### config.mk
export PLATFORM = sky130hd
export DESIGN_NAME = one_shot_timer_table_unit
export DESIGN_NICKNAME = d
export VERILOG_FILES = /design/src/design/ostt_pkg.sv /design/src/design/ostt_ram.sv /design/src/design/ostt_ctrl.sv /design/src/design/ostt_dp.sv /design/src/design/one_shot_timer_table_unit.sv
export SDC_FILE = /design/constraint.sdc
export NUM_CORES = 1
export LEC_CHECK = 0
export BUFFER_PORTS_ARGS = -buffer_cell sky130_fd_sc_hd__buf_2
export CORE_ASPECT_RATIO = 2
export CORE_MARGIN = 2
export CORE_UTILIZATION = 45
export CTS_CLUSTER_SIZE = 28
export DETAILED_ROUTE_END_ITERATION = 8
export HOLD_SLACK_MARGIN = 0.05
export PLACE_DENSITY = 0.64
export SYNTH_ARGS = -nofsm -noshare
export SYNTH_HDL_FRONTEND = slang
export SYNTH_SLANG_ARGS = --single-unit
### constraint.sdc
create_clock -name clk -period 8.6 [get_ports clk]
set_clock_uncertainty 0.05 [all_clocks]
set_input_delay 1.72 -clock clk [delete_from_list [all_inputs] [get_ports clk]]
set_output_delay 1.72 -clock clk [all_outputs]
set_load 0.005 [all_outputs]
### src/design/ostt_pkg.sv
// ----------------------------------------------------------------------------
// one-shot timer table package
// shared widths, codes and the control/status bundles between controller
// and datapath
// ----------------------------------------------------------------------------
package ostt_pkg;

	// default sizing
	localparam int DEF_TIMER_SLOTS = 10;
	localparam int DEF_TAG_BITS    = 8;

	// fixed field widths
	localparam int INSTANT_W  = 32;
	localparam int TAG_IN_W   = 8;
	localparam int TAG_OUT_W  = 8;
	localparam int KIND_W     = 3;
	localparam int SLOT_OUT_W = 4;

	// request type codes
	localparam logic REQ_ADD  = 1'b0;
	localparam logic REQ_TICK = 1'b1;

	// result kinds
	typedef enum logic [KIND_W-1:0] {
		KIND_ADDED   = 3'd0,
		KIND_FULL    = 3'd1,
		KIND_ON_TIME = 3'd2,
		KIND_LATE    = 3'd3,
		KIND_MISSED  = 3'd4,
		KIND_NONE    = 3'd5
	} kind_t;

	// controller to datapath
	typedef struct packed {
		logic load;       // request taken, capture fields and restart scan
		logic add_scan;   // searching for the lowest free slot
		logic tick_scan;  // walking the slots for expiry
		logic finish;     // closing result of the request
	} cmd_t;

	// datapath to controller
	typedef struct packed {
		logic full;       // every slot in use
		logic add_found;  // free slot found this cycle
		logic tick_done;  // scan issued and drained
		logic out_free;   // output register can take a result
	} sts_t;

endpackage

### src/design/ostt_ram.sv
// ----------------------------------------------------------------------------
// generic single-write, single-read ram
// one write port, one read port with registered read data and read enable
// ----------------------------------------------------------------------------
module ostt_ram #(
	parameter int WIDTH = 1,
	parameter int DEPTH = 2
) (
	input  logic                                        clk,
	input  logic                                        we,
	input  logic [((DEPTH > 1) ? $clog2(DEPTH) : 1)-1:0] waddr,
	input  logic [WIDTH-1:0]                            wdata,
	input  logic                                        re,
	input  logic [((DEPTH > 1) ? $clog2(DEPTH) : 1)-1:0] raddr,
	output logic [WIDTH-1:0]                            rdata
);

	logic [WIDTH-1:0] mem_q [DEPTH];

	always_ff @(posedge clk) begin
		if (we) begin
			mem_q[waddr] <= wdata;
		end
		if (re) begin
			rdata <= mem_q[raddr];
		end
	end

endmodule

### src/design/ostt_ctrl.sv
// ----------------------------------------------------------------------------
// one-shot timer table controller
// sequences request intake, free-slot search, expiry scan and the closing
// result
// ----------------------------------------------------------------------------
module ostt_ctrl (
	input  logic           clk,
	input  logic           arst_n,
	input  logic           req_valid,
	output logic           req_stall,
	input  logic           req_type,
	input  ostt_pkg::sts_t sts,
	output ostt_pkg::cmd_t cmd
);

	import ostt_pkg::*;

	typedef enum logic [3:0] {
		ST_IDLE   = 4'b0001,
		ST_ADD    = 4'b0010,
		ST_TICK   = 4'b0100,
		ST_FINISH = 4'b1000
	} state_t;

	state_t state_q;
	state_t state_nxt;

	assign req_stall = (state_q != ST_IDLE);

	always_comb begin
		state_nxt = state_q;
		cmd       = '0;
		unique case (state_q)
			ST_IDLE: begin
				if (req_valid) begin
					cmd.load = 1'b1;
					if (req_type == REQ_TICK) begin
						state_nxt = ST_TICK;
					end else if (sts.full) begin
						state_nxt = ST_FINISH;
					end else begin
						state_nxt = ST_ADD;
					end
				end
			end
			ST_ADD: begin
				cmd.add_scan = 1'b1;
				if (sts.add_found) begin
					state_nxt = ST_FINISH;
				end
			end
			ST_TICK: begin
				cmd.tick_scan = 1'b1;
				if (sts.tick_done) begin
					state_nxt = ST_FINISH;
				end
			end
			ST_FINISH: begin
				cmd.finish = 1'b1;
				if (sts.out_free) begin
					state_nxt = ST_IDLE;
				end
			end
			default: begin
				state_nxt = ST_IDLE;
			end
		endcase
	end

	always_ff @(posedge clk or negedge arst_n) begin
		if (!arst_n) begin
			state_q <= ST_IDLE;
		end else begin
			state_q <= state_nxt;
		end
	end

endmodule

### src/design/ostt_dp.sv
// ----------------------------------------------------------------------------
// one-shot timer table datapath
// slot valid bits, slot ram, scan counter, expiry compare, held result and
// output register
// ----------------------------------------------------------------------------
module ostt_dp #(
	parameter int TIMER_SLOTS = ostt_pkg::DEF_TIMER_SLOTS,
	parameter int TAG_BITS    = ostt_pkg::DEF_TAG_BITS
) (
	input  logic                             clk,
	input  logic                             arst_n,
	input  ostt_pkg::cmd_t                   cmd,
	output ostt_pkg::sts_t                   sts,
	input  logic                             req_type,
	input  logic [ostt_pkg::INSTANT_W-1:0]   target_instant,
	input  logic [ostt_pkg::INSTANT_W-1:0]   clock_now,
	input  logic [ostt_pkg::TAG_IN_W-1:0]    timer_tag,
	input  logic                             late_ok,
	output logic                             rsp_valid,
	input  logic                             rsp_stall,
	output logic [ostt_pkg::KIND_W-1:0]      result_kind,
	output logic [ostt_pkg::SLOT_OUT_W-1:0]  slot_index,
	output logic [ostt_pkg::TAG_OUT_W-1:0]   fired_tag,
	output logic                             last
);

	import ostt_pkg::*;

	localparam int SLOT_W  = (TIMER_SLOTS > 1) ? $clog2(TIMER_SLOTS) : 1;
	localparam int CNT_W   = $clog2(TIMER_SLOTS + 1);
	localparam int ENTRY_W = INSTANT_W + TAG_BITS + 1;

	// slot state
	logic [TIMER_SLOTS-1:0] slot_valid_q;
	logic [CNT_W-1:0]       active_count_q;

	// scan counter and read stage
	logic [CNT_W-1:0]  scan_cnt_q;
	logic [SLOT_W-1:0] scan_idx;
	logic              issuing;
	logic              slot_at_scan;
	logic [SLOT_W-1:0] idx_s1;
	logic              vld_s1;

	// captured request
	logic                 type_q;
	logic [INSTANT_W-1:0] instant_q;
	logic [INSTANT_W-1:0] clock_q;
	logic [TAG_BITS-1:0]  tag_q;
	logic                 late_q;
	logic [31:0]          tag_in_ext;

	// slot ram
	logic                 ram_we;
	logic                 ram_re;
	logic [ENTRY_W-1:0]   ram_wdata;
	logic [ENTRY_W-1:0]   ram_rdata;
	logic [INSTANT_W-1:0] rd_instant;
	logic [TAG_BITS-1:0]  rd_tag;
	logic                 rd_late;

	// expiry decision
	logic  due_s1;
	kind_t hit_kind;
	logic  out_free;
	logic  tick_adv;
	logic  add_hit;
	logic  push_hit;
	logic  push_fin;

	// held result
	logic              pend_vld_q;
	kind_t             pend_kind_q;
	logic [SLOT_W-1:0] pend_idx_q;
	logic [TAG_BITS-1:0] pend_tag_q;
	logic [31:0]       pend_idx_ext;
	logic [31:0]       pend_tag_ext;
	kind_t             empty_kind;

	// output register
	logic                  rsp_valid_q;
	logic [KIND_W-1:0]     result_kind_q;
	logic [SLOT_OUT_W-1:0] slot_index_q;
	logic [TAG_OUT_W-1:0]  fired_tag_q;
	logic                  last_q;

	assign scan_idx     = scan_cnt_q[SLOT_W-1:0];
	assign issuing      = (scan_cnt_q < CNT_W'(TIMER_SLOTS));
	assign slot_at_scan = issuing && slot_valid_q[scan_idx];
	assign tag_in_ext   = 32'(timer_tag);

	assign ram_wdata  = {instant_q, tag_q, late_q};
	assign rd_instant = ram_rdata[ENTRY_W-1 -: INSTANT_W];
	assign rd_tag     = ram_rdata[TAG_BITS:1];
	assign rd_late    = ram_rdata[0];

	assign due_s1   = vld_s1 && (rd_instant <= clock_q);
	assign hit_kind = (rd_instant == clock_q) ? KIND_ON_TIME :
	                  (rd_late ? KIND_LATE : KIND_MISSED);
	assign out_free = !rsp_valid_q || !rsp_stall;

	// scan holds only when a new hit must displace the held result and the
	// output register is still occupied
	assign tick_adv = cmd.tick_scan && !(due_s1 && pend_vld_q && !out_free);
	assign add_hit  = cmd.add_scan && !slot_valid_q[scan_idx];
	assign ram_we   = add_hit;
	assign ram_re   = tick_adv && issuing;
	assign push_hit = tick_adv && due_s1 && pend_vld_q;
	assign push_fin = cmd.finish && out_free;

	assign pend_idx_ext = 32'(pend_idx_q);
	assign pend_tag_ext = 32'(pend_tag_q);
	assign empty_kind   = (type_q == REQ_TICK) ? KIND_NONE : KIND_FULL;

	assign sts.full      = (active_count_q == CNT_W'(TIMER_SLOTS));
	assign sts.add_found = add_hit;
	assign sts.tick_done = !issuing && !vld_s1;
	assign sts.out_free  = out_free;

	ostt_ram #(
		.WIDTH (ENTRY_W),
		.DEPTH (TIMER_SLOTS)
	) u_slot_ram (
		.clk   (clk),
		.we    (ram_we),
		.waddr (scan_idx),
		.wdata (ram_wdata),
		.re    (ram_re),
		.raddr (scan_idx),
		.rdata (ram_rdata)
	);

	always_ff @(posedge clk) begin
		if (cmd.load) begin
			type_q    <= req_type;
			instant_q <= target_instant;
			clock_q   <= clock_now;
			tag_q     <= tag_in_ext[TAG_BITS-1:0];
			late_q    <= late_ok;
		end
	end

	always_ff @(posedge clk or negedge arst_n) begin
		if (!arst_n) begin
			slot_valid_q   <= '0;
			active_count_q <= '0;
		end else if (add_hit) begin
			slot_valid_q[scan_idx] <= 1'b1;
			active_count_q         <= active_count_q + CNT_W'(1);
		end else if (tick_adv && due_s1) begin
			slot_valid_q[idx_s1] <= 1'b0;
			active_count_q       <= active_count_q - CNT_W'(1);
		end
	end

	always_ff @(posedge clk or negedge arst_n) begin
		if (!arst_n) begin
			scan_cnt_q <= '0;
			vld_s1     <= 1'b0;
			idx_s1     <= '0;
		end else if (cmd.load) begin
			scan_cnt_q <= '0;
			vld_s1     <= 1'b0;
		end else if (cmd.add_scan && !add_hit) begin
			scan_cnt_q <= scan_cnt_q + CNT_W'(1);
		end else if (tick_adv) begin
			if (issuing) begin
				idx_s1     <= scan_idx;
				vld_s1     <= slot_at_scan;
				scan_cnt_q <= scan_cnt_q + CNT_W'(1);
			end else begin
				vld_s1 <= 1'b0;
			end
		end
	end

	always_ff @(posedge clk or negedge arst_n) begin
		if (!arst_n) begin
			pend_vld_q <= 1'b0;
		end else if (cmd.load) begin
			pend_vld_q <= 1'b0;
		end else if (add_hit) begin
			pend_vld_q <= 1'b1;
		end else if (tick_adv && due_s1) begin
			pend_vld_q <= 1'b1;
		end else if (push_fin) begin
			pend_vld_q <= 1'b0;
		end
	end

	always_ff @(posedge clk) begin
		if (add_hit) begin
			pend_kind_q <= KIND_ADDED;
			pend_idx_q  <= scan_idx;
			pend_tag_q  <= tag_q;
		end else if (tick_adv && due_s1) begin
			pend_kind_q <= hit_kind;
			pend_idx_q  <= idx_s1;
			pend_tag_q  <= rd_tag;
		end
	end

	always_ff @(posedge clk or negedge arst_n) begin
		if (!arst_n) begin
			rsp_valid_q <= 1'b0;
		end else if (push_hit || push_fin) begin
			rsp_valid_q <= 1'b1;
		end else if (!rsp_stall) begin
			rsp_valid_q <= 1'b0;
		end
	end

	always_ff @(posedge clk) begin
		if (push_hit) begin
			result_kind_q <= pend_kind_q;
			slot_index_q  <= pend_idx_ext[SLOT_OUT_W-1:0];
			fired_tag_q   <= pend_tag_ext[TAG_OUT_W-1:0];
			last_q        <= 1'b0;
		end else if (push_fin) begin
			if (pend_vld_q) begin
				result_kind_q <= pend_kind_q;
				slot_index_q  <= pend_idx_ext[SLOT_OUT_W-1:0];
				fired_tag_q   <= pend_tag_ext[TAG_OUT_W-1:0];
			end else begin
				result_kind_q <= empty_kind;
				slot_index_q  <= '0;
				fired_tag_q   <= '0;
			end
			last_q <= 1'b1;
		end
	end

	assign rsp_valid   = rsp_valid_q;
	assign result_kind = result_kind_q;
	assign slot_index  = slot_index_q;
	assign fired_tag   = fired_tag_q;
	assign last        = last_q;

endmodule

### src/design/one_shot_timer_table_unit.sv
// ----------------------------------------------------------------------------
// one-shot timer table unit
// a table of one-shot timers with add and tick requests, one result per
// cycle while rsp_stall allows, out of a single output register
// ----------------------------------------------------------------------------
// The unit holds TIMER_SLOTS one-shot timers. An add request (req_type 0)
// stores target_instant, timer_tag and late_ok in the lowest free slot and
// answers with one "added" result naming that slot, or one "table full"
// result with nothing changed. A tick request (req_type 1) walks the slots in
// ascending order against clock_now: an equal instant fires on time, an
// earlier one (plain unsigned compare, no wrap) fires late when late_ok was
// set and is reported missed otherwise, and every such slot is freed. A tick
// with nothing due gives one "nothing due" result. The final result of each
// request carries last. Requests are taken one at a time; req_stall is high
// while one is in progress. An add is paced by the free-slot search, which
// steps upward from slot 0; a full table skips the search. A tick is paced by
// the single read port of the slot ram, which yields one slot per cycle while
// no hit waits on a stalled output register. The next request is taken while
// the closing result still waits in the output register.
// ----------------------------------------------------------------------------
module one_shot_timer_table_unit #(
	parameter int TIMER_SLOTS = ostt_pkg::DEF_TIMER_SLOTS,
	parameter int TAG_BITS    = ostt_pkg::DEF_TAG_BITS
) (
	input  logic                             clk,
	input  logic                             arst_n,
	// request channel
	input  logic                             req_valid,
	output logic                             req_stall,
	input  logic                             req_type,
	input  logic [ostt_pkg::INSTANT_W-1:0]   target_instant,
	input  logic [ostt_pkg::INSTANT_W-1:0]   clock_now,
	input  logic [ostt_pkg::TAG_IN_W-1:0]    timer_tag,
	input  logic                             late_ok,
	// result channel
	output logic                             rsp_valid,
	input  logic                             rsp_stall,
	output logic [ostt_pkg::KIND_W-1:0]      result_kind,
	output logic [ostt_pkg::SLOT_OUT_W-1:0]  slot_index,
	output logic [ostt_pkg::TAG_OUT_W-1:0]   fired_tag,
	output logic                             last
);

	import ostt_pkg::*;

	// control and status bundles between sequencer and datapath
	cmd_t cmd;
	sts_t sts;

	// sequencer: intake, free-slot search, expiry scan, closing result
	ostt_ctrl u_ctrl (
		.clk       (clk),
		.arst_n    (arst_n),
		.req_valid (req_valid),
		.req_stall (req_stall),
		.req_type  (req_type),
		.sts       (sts),
		.cmd       (cmd)
	);

	// datapath: valid bits, slot ram, compare, held result, output register
	ostt_dp #(
		.TIMER_SLOTS (TIMER_SLOTS),
		.TAG_BITS    (TAG_BITS)
	) u_dp (
		.clk            (clk),
		.arst_n         (arst_n),
		.cmd            (cmd),
		.sts            (sts),
		.req_type       (req_type),
		.target_instant (target_instant),
		.clock_now      (clock_now),
		.timer_tag      (timer_tag),
		.late_ok        (late_ok),
		.rsp_valid      (rsp_valid),
		.rsp_stall      (rsp_stall),
		.result_kind    (result_kind),
		.slot_index     (slot_index),
		.fired_tag      (fired_tag),
		.last           (last)
	);

endmodule
# ---- Yosys cells after proc, flatten, opt, wreduce, memory -nomap -nowiden
# Memory sizes are Yosys's and may differ from the RTL's. A register that Yosys moved wholly into a read port is not among the register bits.
# Index checks and enable logic that the tools add are counted.
dict set report word_totals {
  register_bits 134
  mem_bits_rw 410
  output_inout_bits 18
  n_memories 1
}
# name depth width rd rd_clocked_by_memory_dff write_ports line
set memory_table {}
lappend memory_table {u_dp.u_slot_ram.mem_q 10 41 1 1 1 ostt_ram.sv:18} ;# logic [WIDTH-1:0] mem_q [DEPTH];
dict set report classes {
  n_addsub 3
  n_lt_le_gt_ge 6
  eq_ne 13
  muxes 54
  n_bitwise 5
  n_reduce_logical 34
}
# operator n
set ops {}
lappend ops {{4-bit 2-to-1 mux} 17}
lappend ops {{8-bit 2-to-1 mux} 5}
lappend ops {{32-bit == test} 1}
lappend ops {{32-bit <= comparator} 1}
lappend ops {{1-bit 2-to-1 mux} 20}
lappend ops {{10-bit 2-to-1 mux} 2}
lappend ops {{3-bit 2-to-1 mux} 6}
lappend ops {{4-bit case mux with 4 select lines} 1}
lappend ops {{1-bit logical AND} 14}
lappend ops {{10-bit bitwise AND} 1}
lappend ops {{4-bit by 5-bit < comparator with 1-bit output (second input constant)} 2}
lappend ops {{10-bit NOT} 1}
lappend ops {{10-bit bitwise OR} 1}
lappend ops {{4-bit by 1-bit adder with 4-bit output (second input constant)} 2}
lappend ops {{1-bit demux with 4-bit select} 2}
lappend ops {{4-bit == test (second input constant)} 2}
lappend ops {{4-bit by 1-bit >= comparator with 1-bit output (second input constant)} 2}
lappend ops {{1-bit logical NOT} 8}
lappend ops {{4-bit AND reduction} 2}
lappend ops {{2-bit by 1-bit inequality test with 1-bit output (second input constant)} 3}
lappend ops {{2-bit inequality test (second input constant)} 3}
lappend ops {{2-bit nonzero test} 3}
lappend ops {{3-bit nonzero test} 2}
lappend ops {{1-bit binary-select mux with 4-bit select} 1}
lappend ops {{10 further kinds} 13}

# ---- Depth between registers and ports, before layout
dict set report depth {
  depth_word 10
  mapped_depth 14
  depth_no_buf 11
}

# ---- By module
# A second synthesis with hierarchy kept.
dict set report unflattened {
  cells_unflattened 1344
  area_unflattened_um2 23421.2
}
# mod n_inst cells_each area_per_inst_um2 seq_area_each_um2
set by_module_without_submodules {}
lappend by_module_without_submodules {ostt_ram 1 890 17433.0 13543.0}
lappend by_module_without_submodules {ostt_dp 1 423 5709.2 3738.6}
lappend by_module_without_submodules {ostt_ctrl 1 31 279.0 101.3}

# ---- Least setup slack after synthesis
# Ideal clock, no wire load.
dict set report synth_timing {
  kind {input -> register}
  startpoint {input req_valid}
  endpoint {register u_dp.scan_cnt_q[2]}
  setup_ps 122
  t_arrival_ps 3623
  required_ps 8428
  slack_ps 4806
  stages 4
  n_path_buf 0
  cell_sequence {nand2_1 > inv_1 > nor2_1 > a32o_1}
}
# item line
set synth_lines {}
lappend synth_lines {{from (decl)} one_shot_timer_table_unit.sv:28} ;# input logic req_valid,
lappend synth_lines {{to (signal assigned)} ostt_dp.sv:165} ;# scan_cnt_q <= scan_cnt_q + CNT_W'(1);
lappend synth_lines {{to (signal assigned)} ostt_dp.sv:170} ;# scan_cnt_q <= scan_cnt_q + CNT_W'(1);
lappend synth_lines {{to (decl)} ostt_dp.sv:38} ;# logic [CNT_W-1:0] scan_cnt_q;

# ---- Worst setup path in the final report
dict set report layout_timing {
  startpoint {register u_dp.scan_cnt_q[0]}
  endpoint {memory u_dp.u_slot_ram.mem_q[8][30] in the netlist's numbering (enable)}
}
dict set report layout_between {
  elab_chain_len 6
}
# item line
set layout_lines {}
lappend layout_lines {{1-bit binary-select mux with 4-bit select} ostt_dp.sv:105} ;# assign add_hit = cmd.add_scan && !slot_valid_q[scan_idx];
lappend layout_lines {{1-bit 2-to-1 mux (not written as such)} ostt_dp.sv:105}
lappend layout_lines {{1-bit logical NOT} ostt_dp.sv:105}
lappend layout_lines {{1-bit logical AND} ostt_dp.sv:105}
lappend layout_lines {{1-bit 2-to-1 mux} ostt_ram.sv:21} ;# if (we) begin
lappend layout_lines {{1-bit 2-to-1 mux (not written as such)} ostt_ram.sv:22} ;# mem_q[waddr] <= wdata;
lappend layout_lines {{to (decl)} ostt_ram.sv:18}
# Parallel ways exist; a longest one is shown, timed or not. The select of a mux whose other input is x is not followed.

==> out/qor.txt <==
===============================================================================================
Status                                                                             finished clean
Cell taking the most area after synthesis                                              edfxtp_1
Max-cap violations                                                                            0
Weighted congestion reported at the end of routability-driven placement                   0.816
Clock root cell                                                                       clkbuf_16
Fraction of synthesized area in multiplexers                                              9.36%
Fraction of registers with async set/reset                                                4.96%
Area fraction in compound gates after synthesis                                           4.77%
Main combinational cell family by area after synthesis                             multiplexers
# H-tree levels                                                                               2
CTS-repair resized insts                                                                      0
Post-synth design cell area                                                          22700 um^2
Die X                                                                                    163 um
Post-route setup slack                                                                  4.20 ns
First-pass GRT wire length                                                              71.3 mm
Static Leak                                                                             8.43 nW
Vias/cell                                                                                  5.54
Highest-count cells in the layout ignoring fill and taps                           edfxtp_1 (552), nand2_1 (104), buf_2 (95), mux4_2 (84)
VDD IR-drop max                                                                      0.000130 V
Unrepaired setup endpoints after global routing                                              no
Maximum number of pins on one net before global-route repair                                 86
DRT antenna net count                                                                         0
Dpl ws                                                                                  4.11 ns
Ranking of synthesized cells by area                                               edfxtp_1 (73%), mux4_2 (8.3%), dfrtp_1 (3.1%)
Synth Area in Simple Gates                                                                5.12%
Startpoint kind of the worst setup timing path                                        flip-flop
Final hold viol count                                                                         0
Cell row count                                                                              116
Achievable Freq                                                                         227 MHz
CTS tree                                                                                   done
Final wirelength                                                                        46.7 mm
Ant. Diodes                                                                                   0
Primary FF master, synth                                                               edfxtp_1
Final net count                                                                            1449
Top-level I/O count                                                                          96
Number of cells in the finished layout apart from fillers                                  2015
GRT Util Overall                                                                          18.4%
Final setup TNS                                                                            0 ns
Actual slew at the worst max-slew pin                                                   1.13 ns
Fraction of the yosys area taken by sequential cells                                      76.7%
Vias in the first global route                                                            11900
Number of DRC markers after the initial detailed-route iteration                            773
Area share of the leading cell type in the synthesized netlist                            73.1%
Crit Path Max Fanout                                                                         58
Rel. slew slack                                                                           24.5%
Placed cells                                                                               1928
Post-synth EDFFs                                                                            552
Clk buf depth                                                                                 3
Hold Buf Count CTS                                                                            0
Routed wire length per instance                                                         23.2 um
Worst Setup End Kind                                                                  flip-flop
Distinct cells, synth                                                                        66
Final period utilization                                                                  51.1%
Share of cells above drive strength 1                                                     22.7%
Xor-xnor portion of the synthesized cell area                                            0.116%
Core area                                                                            49900 um^2
Avg Inst Size Synth                                                                   18.6 um^2
Data arrival time of the worst path                                                     4.56 ns
Post-detail-place hpwl                                                                  27.2 mm
Worst min path class                                                                    reg2reg
Synthesized flop and latch total                                                            585
Latest clock arrival within the worst-skew pair                                         0.59 ns
Number of buffers added by the clock tree synthesis step                                     51
Gr ovfl total                                                                                 0
Number of sinks driven by the clock tree                                                    585
Post-Synth Adder-Cell Area                                                                2.19%
Vias after detailed routing                                                               11200
First-pass DRT Iterations                                                                     6
Post-synthesis to final-layout area growth                                                12.1%
Instance count of the mapped netlist                                                       1220
Area enclosed by the die boundary                                                    52300 um^2
Most common cell after layout, fill and taps aside                                     edfxtp_1
Number of setup buffers added after CTS                                                       0
Slew Limit Fails                                                                              0
Synthesized net count                                                                      1337
Shortest clock period the worst path allows after layout                                4.40 ns
Worst endpoint required time                                                            8.76 ns
Antenna violations before repair                                                              0
PortBufs                                                                                     95
Clock input transition at the sequential cells of the worst setup and hold paths        0.07 ns
Warning count from the yosys run                                                              0
Die Ht                                                                                   321 um
Kind of critical path                                                                   reg2reg
Final setup viols                                                                             0
Post-detailed-route DRC marker count                                                          0
Power per cell area                                                                 272 nW/um^2
Initial standard-cell utilization of the core                                             45.4%
===============================================================================================
## per-stage QoR
stage | total power [mW] | util [%] | area [um^2] | hold slack (ns)
floorplan | 4.48 | - | 22700 | 0.380
global placement | 4.83 | 47.8 | 23900 | 0.404
detailed placement | 4.86 | 47.8 | 23900 | 0.408
CTS | 7.02 | 50.9 | 25400 | 0.418
global route | 7.23 | 50.9 | 25400 | 0.448
finish | 6.92 | 50.9 | 25400 | 0.413
## state kept, by name (all words and copies together), names as in the netlist
signal	cells
u_dp.active_count_q	4
u_dp.late_q	1
u_dp.type_q	1
u_dp.u_slot_ram.rdata	41
u_dp.pend_vld_q	1
u_dp.clock_q	32
u_dp.instant_q	32
u_dp.last	1
u_dp.result_kind	3
u_dp.scan_cnt_q	4
u_dp.fired_tag	8
u_dp.slot_valid_q	10
u_dp.u_slot_ram.mem_q	410
u_dp.pend_kind_q	3
u_dp.pend_idx_q	4
u_dp.vld_s1	1
u_ctrl.state_q	4
u_dp.slot_index	4
u_dp.idx_s1	4
u_dp.rsp_valid	1
u_dp.pend_tag_q	8
u_dp.tag_q	8
## area by class of cell
type / instances / area, um^2
fill: 4058 / 24500
sequential: 585 / 17400
multi-input combinational: 538 / 4900
clock buffer: 64 / 1370
tap: 649 / 812
timing repair buffer: 113 / 611
clock inverter: 23 / 164
inverter: 43 / 163
## cells in the mapped netlist (all sizes together) (13+ instances only)
cell type  number
a211oi         41
a21oi          25
a31oi          54
and2           16
and3           13
buf            15
clkbuf         39
dfrtp          28
edfxtp        552
ha             38
inv            43
mux2           17
mux4           84
nand2         104
nor2           24
nor2b          47
o21ai          14
## metal layers
metal,wire length [um],share of wire [%],track usage (%),vias up
met2,25400,54,33.5,281
met5,0,0,0,-
li1,-,-,-,5057
met3,1840,3.9,2.62,99
met1,17500,37,21.2,5730
met4,2080,4.4,8.61,0
## worst paths after layout
path / from / to / slack (ns) / depth (start not counted)
hold / removal: u_dp.pend_kind_q[1] / u_dp.pend_kind_q[1] / 0.41 / 2
min in group asynchronous: arst_n / u_dp.scan_cnt_q[0] / 1.12 / 1
hold reg to reg: u_dp.pend_kind_q[1] / u_dp.pend_kind_q[1] / 0.41 / 2
max in group asynchronous: arst_n / u_dp.scan_cnt_q[1] / 6.88 / 1
setup / recovery: u_dp.scan_cnt_q[0] / u_dp.u_slot_ram.mem_q[8][30] / 4.20 / 8
setup reg to reg: u_dp.scan_cnt_q[0] / u_dp.u_slot_ram.mem_q[8][30] / 4.20 / 8
## critical path, cell delays in order, from the launching register on
cell,delay (ns)
dfrtp_4,1.00
mux4_2,0.61
a22oi_2,0.22
a21oi_1,0.12
nor2_2,0.72
inv_2,0.31
nor2_4,0.19
and3_2,0.19
buf_4,0.57
## cells by family after synthesis
logic type	Yosys count
AOI/OAI and AO/OA	160
xor gates and xnor gates	3
adders and majority gates	39
buffers and inverters	97
DFF	585
muxes	104
and+or+nand+nor	232
## power by group
group	leakage (nW)	switching, mW	internal [mW]
combinational	2.33	0.560	0.518
clock	0.744	0.977	1.18
sequential	5.36	0.266	3.42
(Power assumes the default switching activity.)
